File: src/rtl/fbc_pkg.sv
// Package for the frustum box cull block: request codes, register indexes,
// datapath widths and the command/status structs shared by controller and datapath.
// No dependencies.
`default_nettype none

package fbc_pkg;

  localparam int CW    = 18;  // plane coefficient
  localparam int XW    = 40;  // cross products, transformed coordinates
  localparam int AW    = 25;  // multiplier operand A
  localparam int BW    = 41;  // multiplier operand B
  localparam int PW    = AW + BW;
  localparam int ACCW  = 64;
  localparam int MAGW  = 60;  // divider magnitudes
  localparam int QW    = 31;  // quotient bits below saturation
  localparam int FCW   = 32;  // frustum corner coordinate
  localparam int CFG_IDX_W  = 4;
  localparam int CFG_DATA_W = 48;
  localparam int DIV_STEPS  = QW;

  typedef enum logic [1:0] {
    REQ_LOAD   = 2'd0,
    REQ_DERIVE = 2'd1,
    REQ_TEST   = 2'd2
  } req_t;

  typedef enum logic [CFG_IDX_W-1:0] {
    CFG_CAMERA = 4'd0,
    CFG_NEAR   = 4'd1
  } cfg_reg_t;

  typedef enum logic [1:0] {
    VERDICT_VISIBLE = 2'd0,
    VERDICT_NEAR    = 2'd1,
    VERDICT_PLANE   = 2'd2,
    VERDICT_CORNER  = 2'd3
  } verdict_t;

  typedef enum logic [4:0] {
    OP_NONE,
    OP_LOAD,
    OP_PLANES,
    OP_CROSS,
    OP_DEN,
    OP_NUM,
    OP_DIVINIT,
    OP_DIVSTEP,
    OP_DIVSTORE,
    OP_XFORM,
    OP_ORDER,
    OP_GAP,
    OP_SQ,
    OP_NEARCHK,
    OP_DOT,
    OP_CCMP,
    OP_VERDICT
  } op_t;

  typedef struct packed {
    op_t        op;
    logic [2:0] k;
    logic [3:0] e;
    logic [1:0] s;
    logic       side;
    logic       capture;
  } cmd_t;

  typedef struct packed {
    logic out_free;
  } status_t;

endpackage

`default_nettype wire

File: src/rtl/fbc_ctrl.sv
// Sequencer of the frustum box cull block: steps the shared multiply-accumulate,
// divider and compare operations for load, derive and test transactions. Uses fbc_pkg.
`default_nettype none

module fbc_ctrl import fbc_pkg::*; (
  input  wire logic       clk,
  input  wire logic       rst_n,
  input  wire logic       in_valid,
  output logic            in_ready,
  input  wire logic [1:0] in_req_type,
  input  wire status_t    status,
  output cmd_t            cmd
);

  typedef enum logic [16:0] {
    S_IDLE    = 17'h00001,
    S_LOAD    = 17'h00002,
    S_PLANES  = 17'h00004,
    S_CROSS   = 17'h00008,
    S_DEN     = 17'h00010,
    S_NUM     = 17'h00020,
    S_DIVI    = 17'h00040,
    S_DIVS    = 17'h00080,
    S_DIVW    = 17'h00100,
    S_XFORM   = 17'h00200,
    S_ORDER   = 17'h00400,
    S_GAP     = 17'h00800,
    S_SQ      = 17'h01000,
    S_NEARCHK = 17'h02000,
    S_DOT     = 17'h04000,
    S_CCMP    = 17'h08000,
    S_EMIT    = 17'h10000
  } state_t;

  state_t     state_r, state_nxt;
  logic [2:0] k_r, k_nxt;
  logic [3:0] e_r, e_nxt;
  logic [1:0] s_r, s_nxt;
  logic       c_r, c_nxt;
  logic [4:0] dc_r, dc_nxt;

  always_ff @(posedge clk) begin
    if (!rst_n) begin
      state_r <= S_IDLE;
      k_r     <= '0;
      e_r     <= '0;
      s_r     <= '0;
      c_r     <= 1'b0;
      dc_r    <= '0;
    end else begin
      state_r <= state_nxt;
      k_r     <= k_nxt;
      e_r     <= e_nxt;
      s_r     <= s_nxt;
      c_r     <= c_nxt;
      dc_r    <= dc_nxt;
    end
  end

  always_comb begin
    state_nxt   = state_r;
    k_nxt       = k_r;
    e_nxt       = e_r;
    s_nxt       = s_r;
    c_nxt       = c_r;
    dc_nxt      = dc_r;
    in_ready    = (state_r == S_IDLE);
    cmd.op      = OP_NONE;
    cmd.k       = k_r;
    cmd.e       = e_r;
    cmd.s       = s_r;
    cmd.side    = c_r;
    cmd.capture = 1'b0;
    case (state_r)
      S_IDLE: begin
        k_nxt = '0;
        e_nxt = '0;
        s_nxt = '0;
        c_nxt = 1'b0;
        if (in_valid) begin
          cmd.capture = 1'b1;
          case (in_req_type)
            REQ_LOAD:   state_nxt = S_LOAD;
            REQ_DERIVE: state_nxt = S_PLANES;
            REQ_TEST:   state_nxt = S_XFORM;
            default:    state_nxt = S_IDLE;
          endcase
        end
      end
      S_LOAD: begin
        cmd.op    = OP_LOAD;
        state_nxt = S_IDLE;
      end
      S_PLANES: begin
        cmd.op    = OP_PLANES;
        state_nxt = S_CROSS;
      end
      S_CROSS: begin
        cmd.op = OP_CROSS;
        if (s_r == 2'd1) begin
          s_nxt = '0;
          if (e_r == 4'd8) begin
            e_nxt     = '0;
            state_nxt = S_DEN;
          end else begin
            e_nxt = e_r + 4'd1;
          end
        end else begin
          s_nxt = s_r + 2'd1;
        end
      end
      S_DEN: begin
        cmd.op = OP_DEN;
        if (s_r == 2'd2) begin
          s_nxt     = '0;
          e_nxt     = '0;
          state_nxt = S_NUM;
        end else begin
          s_nxt = s_r + 2'd1;
        end
      end
      S_NUM: begin
        cmd.op = OP_NUM;
        if (s_r == 2'd2) begin
          s_nxt     = '0;
          state_nxt = S_DIVI;
        end else begin
          s_nxt = s_r + 2'd1;
        end
      end
      S_DIVI: begin
        cmd.op    = OP_DIVINIT;
        dc_nxt    = '0;
        state_nxt = S_DIVS;
      end
      S_DIVS: begin
        cmd.op = OP_DIVSTEP;
        if (dc_r == 5'(DIV_STEPS - 1)) begin
          state_nxt = S_DIVW;
        end else begin
          dc_nxt = dc_r + 5'd1;
        end
      end
      S_DIVW: begin
        cmd.op = OP_DIVSTORE;
        if (e_r == 4'd2) begin
          e_nxt = '0;
          if (k_r == 3'd7) begin
            state_nxt = S_IDLE;
          end else begin
            k_nxt     = k_r + 3'd1;
            state_nxt = S_CROSS;
          end
        end else begin
          e_nxt     = e_r + 4'd1;
          state_nxt = S_NUM;
        end
      end
      S_XFORM: begin
        cmd.op = OP_XFORM;
        if (s_r == 2'd2) begin
          s_nxt = '0;
          if (c_r) begin
            c_nxt     = 1'b0;
            state_nxt = S_ORDER;
          end else begin
            c_nxt = 1'b1;
          end
        end else begin
          s_nxt = s_r + 2'd1;
        end
      end
      S_ORDER: begin
        cmd.op = OP_ORDER;
        if (e_r == 4'd2) begin
          e_nxt     = '0;
          state_nxt = S_GAP;
        end else begin
          e_nxt     = e_r + 4'd1;
          state_nxt = S_XFORM;
        end
      end
      S_GAP: begin
        cmd.op = OP_GAP;
        if (e_r == 4'd2) begin
          e_nxt     = '0;
          s_nxt     = '0;
          state_nxt = S_SQ;
        end else begin
          e_nxt = e_r + 4'd1;
        end
      end
      S_SQ: begin
        cmd.op = OP_SQ;
        if (s_r == 2'd3) begin
          s_nxt     = '0;
          state_nxt = S_NEARCHK;
        end else begin
          s_nxt = s_r + 2'd1;
        end
      end
      S_NEARCHK: begin
        cmd.op    = OP_NEARCHK;
        k_nxt     = '0;
        e_nxt     = '0;
        s_nxt     = '0;
        state_nxt = S_DOT;
      end
      S_DOT: begin
        cmd.op = OP_DOT;
        if (s_r == 2'd2) begin
          s_nxt = '0;
          if (k_r == 3'd7) begin
            k_nxt = '0;
            if (e_r == 4'd5) begin
              e_nxt     = '0;
              state_nxt = S_CCMP;
            end else begin
              e_nxt = e_r + 4'd1;
            end
          end else begin
            k_nxt = k_r + 3'd1;
          end
        end else begin
          s_nxt = s_r + 2'd1;
        end
      end
      S_CCMP: begin
        cmd.op = OP_CCMP;
        if (k_r == 3'd7) begin
          k_nxt     = '0;
          state_nxt = S_EMIT;
        end else begin
          k_nxt = k_r + 3'd1;
        end
      end
      S_EMIT: begin
        if (status.out_free) begin
          cmd.op    = OP_VERDICT;
          state_nxt = S_IDLE;
        end
      end
      default: begin
        state_nxt = S_IDLE;
      end
    endcase
  end

endmodule

`default_nettype wire

File: config.mk
export PLATFORM = sky130hd
export DESIGN_NAME = fbc_ctrl
export DESIGN_NICKNAME = d
export VERILOG_FILES = /design/src/rtl/fbc_pkg.sv /design/src/rtl/fbc_ctrl.sv
export SDC_FILE = /design/constraint.sdc
export NUM_CORES = 1
export LEC_CHECK = 0
export BUFFER_PORTS_ARGS = -buffer_cell sky130_fd_sc_hd__buf_4
export CAP_MARGIN = 40
export CELL_PAD_IN_SITES_DETAIL_PLACEMENT = 1
export CELL_PAD_IN_SITES_GLOBAL_PLACEMENT = 2
export CORE_MARGIN = 1.5
export CORE_UTILIZATION = 36
export CTS_BUF_LIST = sky130_fd_sc_hd__clkbuf_4 sky130_fd_sc_hd__clkbuf_8
export CTS_CLUSTER_DIAMETER = 200
export DETAILED_ROUTE_END_ITERATION = 8
export PLACE_DENSITY = 0.79
export SLEW_MARGIN = 15
export SYNTH_ARGS = -nofsm -noshare
export SYNTH_HDL_FRONTEND = slang
export SYNTH_SLANG_ARGS = --single-unit
File: constraint.sdc
create_clock -name clk -period 2.8 [get_ports clk]
set_input_delay 0.42 -clock clk [delete_from_list [all_inputs] [get_ports clk]]
set_output_delay 0.42 -clock clk [all_outputs]
set_load 0.01 [all_outputs]
Yosys cells after proc, flatten, opt, wreduce, memory -nomap -nowiden
Cells that the tools add are included.
Operators by class
  reductions and logical operators: 15
  eq/ne operators: 45
  add/subtract/negate cells: 4
  mux-type cells: 47
Operator list (count)
  two-way mux 17 bit: 16
  case mux 17 bit (16 select lines): 1
  case mux 5 bit (16 select lines): 1
  inequality test 2 bit (second input constant): 18
  two-way mux 4 bit: 8
  case mux 10 bit (3 select lines): 1
  case mux 4 bit (5 select lines): 1
  == test 17 x 1 -> 1 bit (second input constant): 1
  == test 17 x 10 -> 1 bit (second input constant): 1
  == test 17 x 11 -> 1 bit (second input constant): 1
  == test 17 x 12 -> 1 bit (second input constant): 1
  == test 17 x 13 -> 1 bit (second input constant): 1
  == test 17 x 14 -> 1 bit (second input constant): 1
  == test 17 x 15 -> 1 bit (second input constant): 1
  == test 17 x 16 -> 1 bit (second input constant): 1
  == test 17 bit (second input constant): 1
  == test 17 x 2 -> 1 bit (second input constant): 1
  == test 17 x 3 -> 1 bit (second input constant): 1
  == test 17 x 4 -> 1 bit (second input constant): 1
  == test 17 x 5 -> 1 bit (second input constant): 1
  == test 17 x 6 -> 1 bit (second input constant): 1
  == test 17 x 7 -> 1 bit (second input constant): 1
  == test 17 x 8 -> 1 bit (second input constant): 1
  == test 17 x 9 -> 1 bit (second input constant): 1
  31 further kinds: 48
Word-level totals
  output and inout bits: 17
  register bits after elaboration: 32
  logic and storage cells: 117
  input bits: 6

Depth between registers and ports, before layout
  depth in word-level cells: 5
  depth in mapped cells: 10

Worst setup path before layout
OpenSTA, ideal clock, no wires.
  path type: register to register
  start: register e_r[1]
  end: register state_r[2]
  required time: 2704 ps
  path slack: 284 ps
  arrival time: 2420 ps
  path buffers: 1
  clock period less this slack: 2516 ps
  stages on the path, launching flop included: 10
  path through: dfxtp_1 -> ha_1 -> or3b_1 -> a31oi_1 -> nor4_1 -> nor4_1 -> nand4_2 -> or2_1 -> clkbuf_1 -> nor4b_1
Between the ends
  longest elaborated chain between the ends: 3
RTL lines
  start: declaration: line fbc_ctrl.sv:37  | logic [3:0] e_r, e_nxt;
  start signal: assignment: line fbc_ctrl.sv:53  | e_r <= e_nxt;
  == test 4 x 2 -> 1 bit (tied with other cells): line fbc_ctrl.sv:146, fbc_ctrl.sv:185
  two-way mux 17 bit or inequality test 2 bit (tied branches)
  case mux 17 bit (16 select lines) or AND reduction 15 bit (tied branches)
  end signal: assignment: line fbc_ctrl.sv:51  | state_r <= state_nxt;
  end: declaration: line fbc_ctrl.sv:35  | state_t state_r, state_nxt;
Parallel ways exist; a longest one is shown, timed or not.
A chain may end at the register's enable or synchronous reset.

==> summary.txt <==
Layout
  – Layout Cells excl Fill: 420
  – Layout area overhead: 28.1%
  – Layout cell share with drive strength beyond 1: 26.4%
  – Area of the multi-input gates: 0.00160 mm²
  – Fillers: 782
  – Sequential cell area: 642 µm²
  – Net count, final: 363
  – Most frequent cells in the layout: buf_4, nor2_1, dfxtp_1
  – Layout Utilization: 48.6%
  – Commonest non-fill, non-tap cell in the layout: buf_4
  – Ant diodes: 0

Synth
  – Compound-Gate Fraction of Synth Area: 14.7%
  – Xor/xnor share of the synthesized area: 3.07%
  – Asr flop ratio synth: 0%
  – Post-synthesis mux area share: 2.19%
  – Syn_nets: 306
  – Sequential area share after synthesis: 28.0%
  – Synth Area in Adders: 7.12%
  – Post-Synth Simple-Gate Area: 40.7%
  – EDFF count, synth: 0
  – Synth cell types: 61
  – Synth Instances: 287
  – Largest family of logic cells by synthesized area: simple AND/OR/NAND/NOR gates
  – Ys flop type: dfxtp_1
  – FF+latch count, synth: 32
  – Warnings from Yosys: 0
  – Mean post-synth cell area: 7.96 µm²
  – Cell Area, Synth: 0.00228 mm²

Placed design
  – Final GP Congestion: 0.845
  – Post-DP HPWL: 6080 µm
  – DP Cell Count: 402
  – I/O Buffers: 22
  – DP Worst Slack: 0.0154 ns

Worst setup path
  – Most used cell, CP: buf_4
  – Crit path cell chain: nor3_2, nand4_1, buf_4, or4_1, nand2_1, buf_4
  – Critical path class: register to output port
  – R2R Path End: state_r[11]
  – R2r worst-path depth: 10
  – CP max stage delay: 0.52 ns
  – Crit path DAT: 2.34 ns
  – Worst Path Max Fanout: 4
  – Critical path required time: 2.38 ns
  – Startpoint Class: register
  – Critical Path Sink: cmd[12]
  – Crit. Startpoint: state_r[16]
  – Worst path slowest cell: or4_1
  – FF-to-FF Start: e_r[0]
  – R2r setup slk: 0.15 ns
  – Crit. End Element: output port

Routing
  – Vias: 2449
  – DR pass1 iterations: 4
  – DR iter-0 viols: 137
  – Final wirelength: 8010 µm
  – DRC Markers: 0
  – Vias/cell: 5.83
  – Per-cell routed wire length: 19.1 µm
  – DRT antenna net count: 0

Global route
  – First-pass GRT wire length: 12400 µm
  – Gr usage total: 25.1%
  – Largest net degree at the start of global routing: 17
  – Number of antenna violations at the first check in global routing: 0
  – Vias in the first global route: 2443
  – Gr ovfl total: 0

STA
  – Fin worst setup slack: 0.0441 ns
  – Final hold vios: 0
  – Final Cycle Share: 98.4%
  – Slew headroom: 58.4%
  – Post-layout min period: 2.76 ns
  – Worst-Margin Slew: 0.618 ns
  – Max Clk Rate: 363 MHz
  – RSZ-0062 raised after global routing: true
  – Final max-slew violation count: 0
  – Final setup fails: 0
  – Skew final: 0.00637 ns

Floorplan
  – Die W: 82.7 µm
  – Starting Density: 37.9%
  – IO Pins: 23
  – Die ar.: 0.00683 mm²
  – Row count: 28
  – Core area: 0.00603 mm²
  – Die Y: 82.7 µm

Clock network
  – Clock buffer depth: 2
  – H-Tree Depth: 2
  – Clock slew at reported path FFs: 0.07 ns
  – CTS sink count: 32
  – Hold_buf cts: 0
  – Num CTS Buffers: 5
  – Clk_lat worst skew: 0.29 ns
  – TritonCTS clock tree: yes
  – Root Buffer: clkbuf_8

Pwr
  – Leak: 1.27 nW
  – Peak VDD IR: 206 µV
  – Pwr dens: 497 mW/mm²

Run status
  – Status: finished, final reports clean

Job
  – Max Cap Viol: 0

Worst hold path
  – Class of the worst hold path: input pin to register
==> Yosys cell counts (3+ instances only) <==
library cell / number / share of area (%)
nor2_1: 39 / 6.4
dfxtp_1: 32 / 28
nand2_1: 22 / 3.6
nand3_1: 16 / 3.5
nor3_1: 14 / 3.1
ha_1: 13 / 7.1
inv_1: 10 / 1.6
a21oi_1: 9 / 2.0
nand4_1: 8 / 2.2
nor4_1: 8 / 2.2
clkbuf_1: 7 / 1.2
xor2_1: 6 / 2.3
mux2i_1: 5 / 2.2
o21ai_0: 5 / 1.1
or3_1: 5 / 1.4
or4_1: 5 / 1.6
and2_1: 4 / 1.1
and3_1: 4 / 1.1
nand3b_1: 4 / 1.3
nand4b_1: 4 / 1.5
o21a_1: 4 / 1.3
nand2b_1: 3 / 0.82
o31a_1: 3 / 1.2
o31ai_1: 3 / 0.99
or2_2: 3 / 0.82
==> worst max-delay path: cells and delay by family, from the launching register on <==
| family | cells | cell delay [ns] |
|---|---|---|
| simple gates | 4 | 1.35 |
| flops | 1 | 0.36 |
| buf+inv | 2 | 0.33 |
==> power breakdown <==
part           switching [W]  total (W)  internal [W]
logic               0.000306   0.000555      0.000249
registers          0.0000336   0.000515      0.000481
clock network       0.000190   0.000386      0.000196
total               0.000530    0.00146      0.000927
==> worst min-delay path by stage <==
stage	depth (start not counted)	from	slack, ns	to
finish	2	in_req_type[1]	0.32	state_r[2]
global route	2	in_req_type[1]	0.32	state_r[2]
CTS	2	in_req_type[1]	0.31	state_r[2]
detailed placement	2	dc_r[1]	0.49	dc_r[1]
global placement	2	dc_r[1]	0.49	dc_r[1]
floorplan	2	dc_r[1]	0.47	dc_r[1]
==> layer usage <==
metal / up-vias / track usage (%) / routed length, µm
met4: 0 / 7.00 / 112
met3: 9 / 5.60 / 479
li1: 1179 / - / -
met2: 66 / 42.8 / 3970
met5: - / 0 / 0
met1: 1195 / 31.6 / 3450
==> repair_timing <==
item / in CTS / in global routing
gates resized for setup: 3 / 7
endpoints found under the hold margin: 0 / 0
setup buffers: 3 / 7
endpoints found under the setup margin: 5 / 8
pin swaps: 1 / 6
==> sequential cells by signal, summed over array words and instances, names as in the netlist <==
name     count
k_r          3
e_r          4
s_r          2
dc_r         5
state_r     17
c_r          1
==> through the flow <==
step                      hold WS, ns  setup TNS [ns]  instance area, µm²  power (W)
after CTS                       0.314               0                2840    0.00143
after global routing            0.320         -0.0672                2930    0.00155
final                           0.320               0                2930    0.00146
after floorplan                 0.465               0                2280   0.000828
after detailed placement        0.491               0                2710    0.00103
after global placement          0.488        -0.00228                2710    0.00102
==> layout make-up <==
cell class                 instances  area share (%)
clock buffer                       6            2.82
inverter                          11            1.41
tap                               75            3.21
timing repair buffer              61            15.6
multi-input combinational        233            54.7
sequential                        32            21.9
clock inverter                     2           0.342
==> logic make-up after synthesis <==
kind of cell    count (synthesis)
xor+xnor                        8
flops                          32
mux                             5
fa+ha+maj                      13
buf+inv                        22
simple gates                  162
compound gates                 45
Note: power is estimated with default switching activity, not from simulation.
